==> config.mk <==
export PLATFORM = sky130hd
export DESIGN_NAME = pre_out_reg
export DESIGN_NICKNAME = d
export VERILOG_FILES = /design/src/design/pre_pkg.sv /design/src/design/pre_out_reg.sv
export SDC_FILE = /design/constraint.sdc
export NUM_CORES = 1
export LEC_CHECK = 0
export ABC_AREA = 1
export BUFFER_PORTS_ARGS = -buffer_cell sky130_fd_sc_hd__buf_2
export CAP_MARGIN = 15
export CORE_AREA = 4 4 162 164
export DETAILED_ROUTE_END_ITERATION = 16
export DIE_AREA = 0 0 166 168
export GPL_ROUTABILITY_DRIVEN = 1
export SETUP_SLACK_MARGIN = 0.15
export SLEW_MARGIN = 20
export SYNTH_ARGS = -nofsm -noshare
export SYNTH_HDL_FRONTEND = slang
export SYNTH_SLANG_ARGS = --single-unit
==> constraint.sdc <==
create_clock -name clk -period 1.4 [get_ports clk]
set_input_delay 0.42 -clock clk [delete_from_list [all_inputs] [get_ports clk]]
set_output_delay 0.42 -clock clk [all_outputs]
set_load 0.05 [all_outputs]
==> src/design/pre_pkg.sv <==
// shared types, constants and helpers for the polyline ribbon extrusion core
`default_nettype none

package pre_pkg;

  localparam int COORD_W = 32;
  localparam int DIR_W = 16;
  localparam int IDX_OUT_W = 16;
  localparam int CFG_W = 16;
  localparam int CFG_INDEX_W = 1;
  localparam int IN_DATA_W = 3 * COORD_W;
  localparam int OUT_DATA_W = 5 * COORD_W + 3 * DIR_W;
  localparam int INDEX_BITS_DEFAULT = 16;

  localparam logic [CFG_INDEX_W-1:0] REG_RIBBON_WIDTH = 1'b0;
  localparam logic [CFG_INDEX_W-1:0] REG_Z_OFFSET = 1'b1;

  localparam logic [CFG_W-1:0] RIBBON_WIDTH_RESET = 16'd300;
  localparam logic [CFG_W-1:0] Z_OFFSET_RESET = 16'd0;

  // 1.0 in Q1.15, saturated
  localparam logic [14:0] UNIT_MAG = 15'h7fff;

  // one vertex pair, packed so that left_x sits in the lowest bits
  typedef struct packed {
    logic        last_vertex_pair;
    logic [15:0] point_index;
    logic [15:0] dir_y;
    logic [15:0] dir_x;
    logic [31:0] vertex_z;
    logic [31:0] right_y;
    logic [31:0] right_x;
    logic [31:0] left_y;
    logic [31:0] left_x;
  } result_t;

  // clamp a 34-bit two's complement value to the 32-bit signed range
  function automatic logic [31:0] sat32(input logic [33:0] v);
    logic [31:0] r;
    if (!v[33] && (v[32:31] != 2'b00)) begin
      r = 32'h7fff_ffff;
    end else if (v[33] && (v[32:31] != 2'b11)) begin
      r = 32'h8000_0000;
    end else begin
      r = v[31:0];
    end
    return r;
  endfunction

endpackage

`default_nettype wire

==> src/design/pre_out_reg.sv <==
// output register stage holding one finished vertex pair
`default_nettype none

module pre_out_reg (
  input  wire logic              clk,
  input  wire logic              rst,
  input  wire logic              load,
  input  wire pre_pkg::result_t  load_data,
  output logic                   free,
  output logic                   valid,
  input  wire logic              ready,
  output pre_pkg::result_t       data
);

  assign free = !valid || ready;

  always_ff @(posedge clk) begin
    if (rst) begin
      valid <= 1'b0;
    end else if (load) begin
      valid <= 1'b1;
    end else if (ready) begin
      valid <= 1'b0;
    end
  end

  always_ff @(posedge clk) begin
    if (load) begin
      data <= load_data;
    end
  end

endmodule

`default_nettype wire

After elaboration in Yosys (flattened, before gate mapping)
Cells that the tools add are included.

Register bits after elaboration: 210. Input bits: 213. Output and inout bits: 211.

Muxes and demuxes: 2. Reductions and logical operators: 3.

Operator list (count): 1-bit two-way mux (2); 2-bit nonzero test (1); 1-bit logical NOT (1); 1-bit logical OR (1).

Logic depth before layout (Yosys ltp)
Gate-level depths: netlist (run 1).

Word-level depth: 2. Depth in mapped cells: 3. Depth with buffers taken out: 3.

Worst setup path after synthesis (run 1)
No wires, ideal clock.

Path type: register -> output. Start point: reg valid. End point: out free. Arrival time: 928 ps. Required time: 980 ps. Setup slack: 52 ps. Stages on the path, launching flop included: 2. Path buffers: 0. Cells stage by stage: dfxtp_1 nand2_2.

Longest elaborated chain between the ends: 2.

RTL lines: from (decl) (line pre_out_reg.sv:10) `output logic valid,`; from (signal assigned) (line pre_out_reg.sv:19) `valid <= 1'b0;`; from (signal assigned) (line pre_out_reg.sv:21) `valid <= 1'b1;`; from (signal assigned) (line pre_out_reg.sv:23) `valid <= 1'b0;`; 1-bit logical NOT (line pre_out_reg.sv:15) `assign free = !valid || ready;`; 1-bit logical OR (line pre_out_reg.sv:15); to (decl) (line pre_out_reg.sv:9) `output logic free,`.

Every way passes these cells.

Worst setup path after layout (run 1)
Start point: reg data[66] (netlist name). End point: out data[66] (netlist name).

RTL lines: from (decl) (line pre_out_reg.sv:12) `output pre_pkg::result_t data`; from (signal assigned) (line pre_out_reg.sv:29) `data <= load_data;`.

No word-level cell between the ends.

==> results.cfg, run 1 <==
[synthesis]
async_flop_share_pct = 0
yosysMostFrequentCell = edfxtp_1
synthFlopType = edfxtp_1
yosys.area.top_type_share_pct = 99.3
synth_nets = 427
yosys.cell_types.count = 5
synth_edf_count = 209
synth_area_leader_cell = edfxtp_1
ys_seq_area_share_pct = 99.6
yosys_warnings = 0
synthCells = 214
ys_ff_latch = 210
netlist_area_sq_um = 6320
ys_top_cells_by_count = 209 x edfxtp_1, 2 x inv_1, 1 x a21oi_2, 1 x dfxtp_1, 1 x nand2_2
synth_area_leaders = edfxtp_1 99%, dfxtp_1 0.32%, a21oi_2 0.14%
syn_avg_cell_area_sq_um = 29.5

[pwr]
p_seq_share_pct = 47.1
pwr-share-clk_pct = 32.8
power.density_nw_per_um2 = 1490
p_switching_w = 0.00463
vdd_drop_max_uv = 1140
p_comb_share_pct = 20.1
intPower_w = 0.0118
power_w = 0.0164
leakage_nw = 4.62
swShare_pct = 28.3

[cts]
numCtsBuffers = 22
cts_tree = built
cts_root_buf = clkbuf_16
cts_sinks = 210
cts.clk_slew.worst_paths_ns = 0.06
clk_path_buf_depth = 3
clk_latency_ns = 0.50
htree_levels = 1
postCtsHoldBufs = 0

[sta]
min_period_ns = 1.54
fin_tns_setup_ns = -14.69
drv_slew = 0
fmax_ghz = 0.651
relSlewSlack_pct = 82.5
setup_ws_ns = -0.135
worstMarginPinSlew_ns = 0.262
finalCritPeriodShare_pct = 110
final-hold-violation-count = 0
setup_violations = 211
rsz0062_at_grt = true
finClkSkew_ns = 0

[critical_path]
crit_start = data[66]$_DFFE_PP_
required_ns = 0.98
path_depth = 1
reg2reg_depth = 3
cp_top_family = flip-flops
slowest_delay_ns = 0.43
arrival_ns = 1.12
criticalPathCategory = flip-flop to primary output
slowest_stage = edfxtp_1
crit_buf_inv = 1
worstPathCellList = buf_6
critPathMaxFanout = 1
cp-start-kind = flip-flop
critPathCaptureType = primary output
reg2reg_from = valid$_SDFFE_PP0P_

[global_routing]
grt-ovfl-total = 0
antenna_found_initial = 2
grt_pass1_vias = 4245
grt_max_degree = 37
grt_usage_pct = 12.6
grt_pass1_wl_mm = 26.6

[floorplanning]
io_pins = 424
die_width_microns = 166
die_area_sq_um = 27900
die_h_microns = 168
coreArea_sq_um = 24900
fp-row-count = 58
start_util_pct = 25.4

[place]
port_buffers = 423
gp_congestion = 0.841
dp.final_hpwl_mm = 14.4
detailedPlace.worstSlack_ns = 0.0937

[final_layout]
nFillCells = 2188
syn2layout_area_growth_pct = 74.7
multiInputGateArea_sq_um = 20.0
register_area_sq_um = 6300
drive_above_1_share_pct = 68.6
nets = 889

[route]
post-route-drc-count = 0
postRouteAntennaNets = 0
drt_pass1_iterations = 4
via_count = 3904
routed_wl_mm = 18.6
avgRoutedWirePerCell_microns = 18.2
routed_via_density = 3.82
drtIter0Drc = 146

[outcome]
violations = negative setup slack
status = finished with violations

[min_path]
min_path_type = input pin to flip-flop
hp-start = rst
hold_depth = 2

[job]
drv_cap = 0
registers in the layout, summed over array words and instances (netlist names):
name,cells
data,209
valid,1
power by group through the flow:
stage,Combinational (W),Clock (W),Sequential (W)
floorplan,0.00000910,0,0.00948
global placement,0.00275,0,0.00771
detailed placement,0.00275,0,0.00772
CTS,0.00333,0.00557,0.00772
global route,0.00340,0.00588,0.00776
finish,0.00330,0.00537,0.00772
cells in the final DEF, fill, tap and decap left out, types with 2 or more instances in the layout:
master     instances
edfxtp_1         209
inv_1              2
buf_4             11
buf_6            209
clkbuf_1           3
clkinv_1           3
clkinv_2           6
buf_2            211
buf_12             4
clkbuf_16         23
buf_8              2
clkbuf_8           4
final cells by class:
cell class / count / area share [%]
Timing Repair Buffer: 438 / 32.8
Clock inverter: 10 / 0.442
Sequential cell: 210 / 57.1
Multi-Input combinational cell: 2 / 0.181
Antenna cell: 1 / 0.0227
Tap cell: 330 / 3.74
Inverter: 2 / 0.0680
Clock buffer: 29 / 5.69
cells by family after synthesis:
kind of cell           synth area share (%)
DFF                                    99.6
and+or+nand+nor                      0.0991
buffers and inverters                 0.119
AOI/OAI and AO/OA                     0.139
through the flow:
step	cell area (sq um)	utilization, %	hold WS [ns]	std cells
finish	11000	44.3	0.0588	1022
detailed placement	9010	36.2	0.460	981
global route	11000	44.3	0.0348	1022
floorplan	6320	-	0.475	214
global placement	9010	36.2	0.465	981
CTS	11000	44.3	0.0301	1021
worst paths after layout:
path,end,slack (ns)
max,data[66],-0.14
max reg2reg,valid$_SDFFE_PP0P_,0.68
min,valid$_SDFFE_PP0P_,0.06
min reg2reg,valid$_SDFFE_PP0P_,0.60
timing repair:
action,in CTS,in global routing
setup endpoints to repair,211,211
pin swaps,1,0
setup buffers,1,0
gates resized for setup,424,2
layer usage:
| metal | part of all wire (%) | up-vias | global-route usage [%] |
|---|---|---|---|
| li1 | - | 1795 | - |
| met1 | 34 | 1799 | 12.9 |
| met2 | 52 | 276 | 23.1 |
| met3 | 11 | 34 | 5.10 |
| met4 | 3.4 | 0 | 4.56 |
| met5 | 0 | - | 0 |
(Power assumes the default switching activity.)
==> inputs of run 2 (changes only) <==
--- a/config.mk
+++ b/config.mk
@@ -12,8 +12,10 @@
 export DETAILED_ROUTE_END_ITERATION = 16
 export DIE_AREA = 0 0 166 168
 export GPL_ROUTABILITY_DRIVEN = 1
+export GPL_TIMING_DRIVEN = 0
 export SETUP_SLACK_MARGIN = 0.15
 export SLEW_MARGIN = 20
 export SYNTH_ARGS = -nofsm -noshare
 export SYNTH_HDL_FRONTEND = slang
 export SYNTH_SLANG_ARGS = --single-unit
+export TNS_END_PERCENT = 10
==> run 2 against run 1 <==
Compared with the run above: the run still ends with negative setup slack left; final cell count down 0.88%; critical endpoint is now data[19]; setup slack worse by 0.022 ns; core utilization up 0.075 points; worst hold slack better by 0.011 ns; non-clock buffer count down 12; wire length down 1.9%; critical path depth unchanged; die area unchanged; total power up 5.0%; fmax down 1.4%.
==> results.cfg, run 2 (synthesis results as in run 1) <==
[outcome]
status = finished with violations
violations = negative setup slack

[place]
placed_cell_area_sq_um = 8910
dp.final_hpwl_mm = 14.0
gp_congestion = 0.809
port_buffers = 423
dp.cells = 969

[pwr]
leakage_nw = 4.61
pwr-share-clk_pct = 36.2
vdd_drop_max_uv = 1070
p_seq_share_pct = 44.9
power_w = 0.0172
p_comb_share_pct = 18.9
intPower_w = 0.0124
swShare_pct = 27.8
power.density_nw_per_um2 = 1560
p_switching_w = 0.00478

[cts]
numCtsBuffers = 24
clk_path_buf_depth = 3
cts_sinks = 210
clk_latency_ns = 0.50
cts_root_buf = clkbuf_16
cts_tree = built
cts.clk_slew.worst_paths_ns = 0.06
htree_levels = 1

[critical_path]
reg2reg_depth = 3
cp_top_family = flip-flops
reg2reg_to = valid$_SDFFE_PP0P_
cp-start-kind = flip-flop
slowest_stage = edfxtp_1
critPathCaptureType = primary output
critPathMaxFanout = 1
r2r_slack_ns = 0.69
slowest_delay_ns = 0.45
crit_buf_inv = 1
reg2reg_from = valid$_SDFFE_PP0P_
worstPathCellList = buf_6
criticalPathCategory = flip-flop to primary output
required_ns = 0.98
arrival_ns = 1.14

[floorplanning]
io_pins = 424
fp-row-count = 58
die_width_microns = 166
coreArea_sq_um = 24900
start_util_pct = 25.4
die_area_sq_um = 27900
die_h_microns = 168

[sta]
relSlewSlack_pct = 69.4
setup_ws_ns = -0.157
rsz0062_at_grt = true
worstMarginPinSlew_ns = 0.459
fmax_ghz = 0.642
finClkSkew_ns = 0
fin_tns_setup_ns = -15.80
finalCritPeriodShare_pct = 111
setup_violations = 211
hold_ws_ns = 0.0700
drv_slew = 0
final-hold-violation-count = 0
min_period_ns = 1.56

[final_layout]
drive_above_1_share_pct = 68.4
finalNonFillerCells = 1013
layout_common_cells = 211 x buf_2, 210 x buf_6, 209 x edfxtp_1
regMostFlops = data
largest_reg_flops = 209
final_area_sq_um = 11100
mostFrequentLayoutCell = buf_2
diodes = 0
top_regs = data: 209 flops, valid: 1 flops
nets = 879
syn2layout_area_growth_pct = 75.0

[global_routing]
grt_usage_pct = 12.4
antenna_found_initial = 4
grt_pass1_vias = 4292
grt-ovfl-total = 0
grt_max_degree = 89
grt_pass1_wl_mm = 26.1

[route]
via_count = 3899
avgRoutedWirePerCell_microns = 18.0
wl_met2_mm = 9.57
routed_wl_mm = 18.2
routed_via_density = 3.85
postRouteAntennaNets = 0
drtIter0Drc = 179
post-route-drc-count = 0
top_layer = met5
drt_pass1_iterations = 4
wl_met1_mm = 5.88
dr_wl_met3_mm = 2.31

[min_path]
hold_depth = 2
hp-start = rst
min_to = valid$_SDFFE_PP0P_
min_path_type = input pin to flip-flop

[job]
drv_cap = 0
==> run 2: changes by cell type in the layout (fill, tap and decap cells not counted), moves of 2 or more <==
cell       before  now
buf_4          11    1
clkinv_2        6    4
buf_16          0    2
buf_12          4    0
bufinv_16       0    2
clkbuf_16      23   25
==> run 2: power by group through the flow <==
stage          Combinational [W]  Clock, W  Sequential, W
3_5_place_dp             0.00272         0        0.00773
6_report                 0.00326   0.00623        0.00772
5_1_grt                  0.00336   0.00679        0.00777
4_1_cts                  0.00329   0.00646        0.00773
3_3_place_gp             0.00268         0        0.00775
2_1_floorplan         0.00000910         0        0.00948
==> run 2: cell type report <==
cell class	count	area, sq um
clock buffer	32	692
clock inverter	11	111
fill	2197	13800
inverter	2	7.51
multi-input combinational	2	20.0
sequential	210	6300
tap	330	413
timing repair buffer	426	3510
==> run 2: worst max-delay path by stage <==
stage / start / endpoint / slack [ns] / depth (start not counted)
floorplan: valid$_SDFFE_PP0P_ / free / 0.25 / 1
global placement: load / valid$_SDFFE_PP0P_ / -2.86 / 3
detailed placement: load / data[206]$_DFFE_PP_ / -0.18 / 2
CTS: data[19]$_DFFE_PP_ / data[19] / -0.20 / 1
global route: data[19]$_DFFE_PP_ / data[19] / -0.25 / 1
finish: data[19]$_DFFE_PP_ / data[19] / -0.16 / 1
==> run 2: metal layers <==
| layer | GRT usage [%] | vias to the layer above |
|---|---|---|
| met5 | 0 | - |
| met3 | 6.20 | 40 |
| li1 | - | 1776 |
| met1 | 12.4 | 1809 |
| met4 | 3.98 | 8 |
| met2 | 22.5 | 266 |
==> run 2: per-stage QoR <==
| step | util, % | worst slack (ns) |
|---|---|---|
| after global placement | 35.6 | -2.86 |
| after CTS | 44.4 | -0.204 |
| after global routing | 44.4 | -0.252 |
| final | 44.4 | -0.157 |
| after detailed placement | 35.8 | -0.179 |
| after floorplan | - | 0.252 |
==> run 2: timing repair <==
action / 4_1_cts / 5_1_grt
setup endpoints to repair: 211 / 211
resized for setup: 424 / 0
pin swaps: 1 / 0
setup buffers: 1 / 0
hold buffers: 0 / 0
==> inputs of run 3 (changes only) <==
==> constraint.sdc (replaced) <==
create_clock -name clk -period 1.4 [get_ports clk]
set_input_delay 0.42 -clock clk [delete_from_list [all_inputs] [get_ports clk]]
set_output_delay 0.42 -clock clk [all_outputs]
set_load 0.02 [all_outputs]
==> run 3 against run 2 <==
Compared with the run above: the run still ends with negative setup slack left; core utilization decreased by 4.1 points; setup slack improved by 0.048 ns; wire length decreased by 4.8%; clock-buffer cell count decreased by 5; sequential power decreased by 1%; final area decreased by 9.3%; critical path depth unchanged; sequential share of layout area increased by 5.9 points; critical endpoint is now data[137]; largest cell class unchanged; largest power group unchanged; highest routed layer unchanged.
==> results.cfg, run 3 (synthesis results as in run 1) <==
[global_routing]
antenna_found_initial = 3
grt_pass1_wl_mm = 24.8
grt_use_met2_pct = 20.0
grt_usage_pct = 11.6
busiest_layer = met2
grt_util_met3_pct = 6.72
grt_pass1_vias = 4066
grt_max_degree = 106
grt_util_met1_pct = 11.9
grt-ovfl-total = 0

[critical_path]
cp_top_family = flip-flops
arrival_ns = 1.09
worstPathCellList = buf_6
critPathCaptureType = primary output
required_ns = 0.98
slowest_delay_ns = 0.43
crit_buf_inv = 1
cp-start-kind = flip-flop
critPathMaxFanout = 1
criticalPathCategory = flip-flop to primary output
slowest_stage = edfxtp_1

[floorplanning]
die_width_microns = 166
io_pins = 424
die_area_sq_um = 27900
start_util_pct = 25.4
fp-row-count = 58
coreArea_sq_um = 24900
die_h_microns = 168

[route]
avgRoutedWirePerCell_microns = 17.1
postRouteAntennaNets = 0
drt_pass1_iterations = 4
post-route-drc-count = 0
via_count = 3916
routed_via_density = 3.87
routed_wl_mm = 17.4
drtIter0Drc = 225

[final_layout]
final_area_sq_um = 10000
syn2layout_area_growth_pct = 58.6
register_area_sq_um = 6300
nFillCells = 2289
finalCoreUtilization_pct = 40.3
regMostFlops = data
layout_common_cells = 376 x buf_2, 209 x edfxtp_1, 45 x buf_6
top_regs = data: 209 flops, valid: 1 flops
nets = 880
largest_reg_flops = 209
drive_above_1_share_pct = 68.5
diodes = 0
mostFrequentLayoutCell = buf_2
multiInputGateArea_sq_um = 15.0

[place]
placed_cell_area_sq_um = 8910
gp_congestion = 0.773
dp.final_hpwl_mm = 13.3
port_buffers = 423

[sta]
setup_violations = 210
final-hold-violation-count = 0
finalCritPeriodShare_pct = 108
drv_slew = 0
relSlewSlack_pct = 60.6
finClkSkew_ns = 0
setup_ws_ns = -0.109
min_period_ns = 1.51
rsz0062_at_grt = true
fmax_ghz = 0.663
worstMarginPinSlew_ns = 0.591

[outcome]
violations = negative setup slack
status = finished with violations

[min_path]
min_path_type = input pin to flip-flop

[cts]
cts_tree = built
htree_levels = 1
clk_latency_ns = 0.50
clk_path_buf_depth = 3
numCtsBuffers = 23
cts_root_buf = clkbuf_16
postCtsHoldBufs = 0
cts.clk_slew.worst_paths_ns = 0.06
cts_sinks = 210

[pwr]
power.density_nw_per_um2 = 1560
vdd_drop_max_uv = 999
leakage_nw = 4.27

[job]
drv_cap = 0
-- run 3: timing repair --
action / 4_1_cts / 5_1_grt
endpoints found under the setup margin: 316 / 316
resized for setup: 67 / 31
setup buffers: 3 / 0
pin swaps: 1 / 1
cloned: 0 / 0
-- run 3: worst register-to-register path, stage by stage (launching register included) --
cell	delay, ns
dfxtp_2	0.34
nand2_2	0.06
buf_4	0.13
buf_4	0.12
buf_4	0.13
a21oi_2	0.12
-- run 3: path summary, 6_finish.rpt --
path	from	to	slack (ns)	cells after the start
setup / recovery	data[137]$_DFFE_PP_	data[137]	-0.11	1
hold / removal	rst	valid$_SDFFE_PP0P_	0.07	2
setup reg to reg	valid$_SDFFE_PP0P_	valid$_SDFFE_PP0P_	0.45	5
hold reg to reg	valid$_SDFFE_PP0P_	valid$_SDFFE_PP0P_	0.76	5
-- run 3: per-stage QoR --
stage          TNS [ns]  setup WS, ns  instances  hold WS [ns]  power (W)
5_1_grt          -19.71        -0.158       1013        0.0528     0.0163
3_5_place_dp     -44.83        -0.446        969         0.460    0.00934
6_report          -8.18        -0.109       1013        0.0668     0.0156
3_3_place_gp    -592.79         -2.87        967         0.460    0.00933
2_1_floorplan         0         0.400        214         0.482    0.00839
4_1_cts          -16.39        -0.152       1013        0.0429     0.0158
-- run 3: power breakdown --
part           total, W  internal, W  switching (W)  leakage (nW)
Sequential      0.00762      0.00748       0.000144          2.05
Clock           0.00627      0.00397        0.00230         0.395
Combinational   0.00171     0.000661        0.00105          1.82
Total            0.0156       0.0121        0.00349          4.27
-- run 3: area by class of cell --
cell class	instances	share of cell area [%]
tap	330	4.12
clock buffer	27	5.99
timing repair buffer	428	24.9
sequential	210	62.8
inverter	2	0.0999
clock inverter	14	1.92
multi-input combinational	2	0.150
-- run 3: per-layer routing --
layer / part of all wire [%] / wire length (microns)
met1: 33 / 5660
met2: 50 / 8690
met3: 14 / 2450
met4: 3.1 / 530
met5: 0.24 / 41
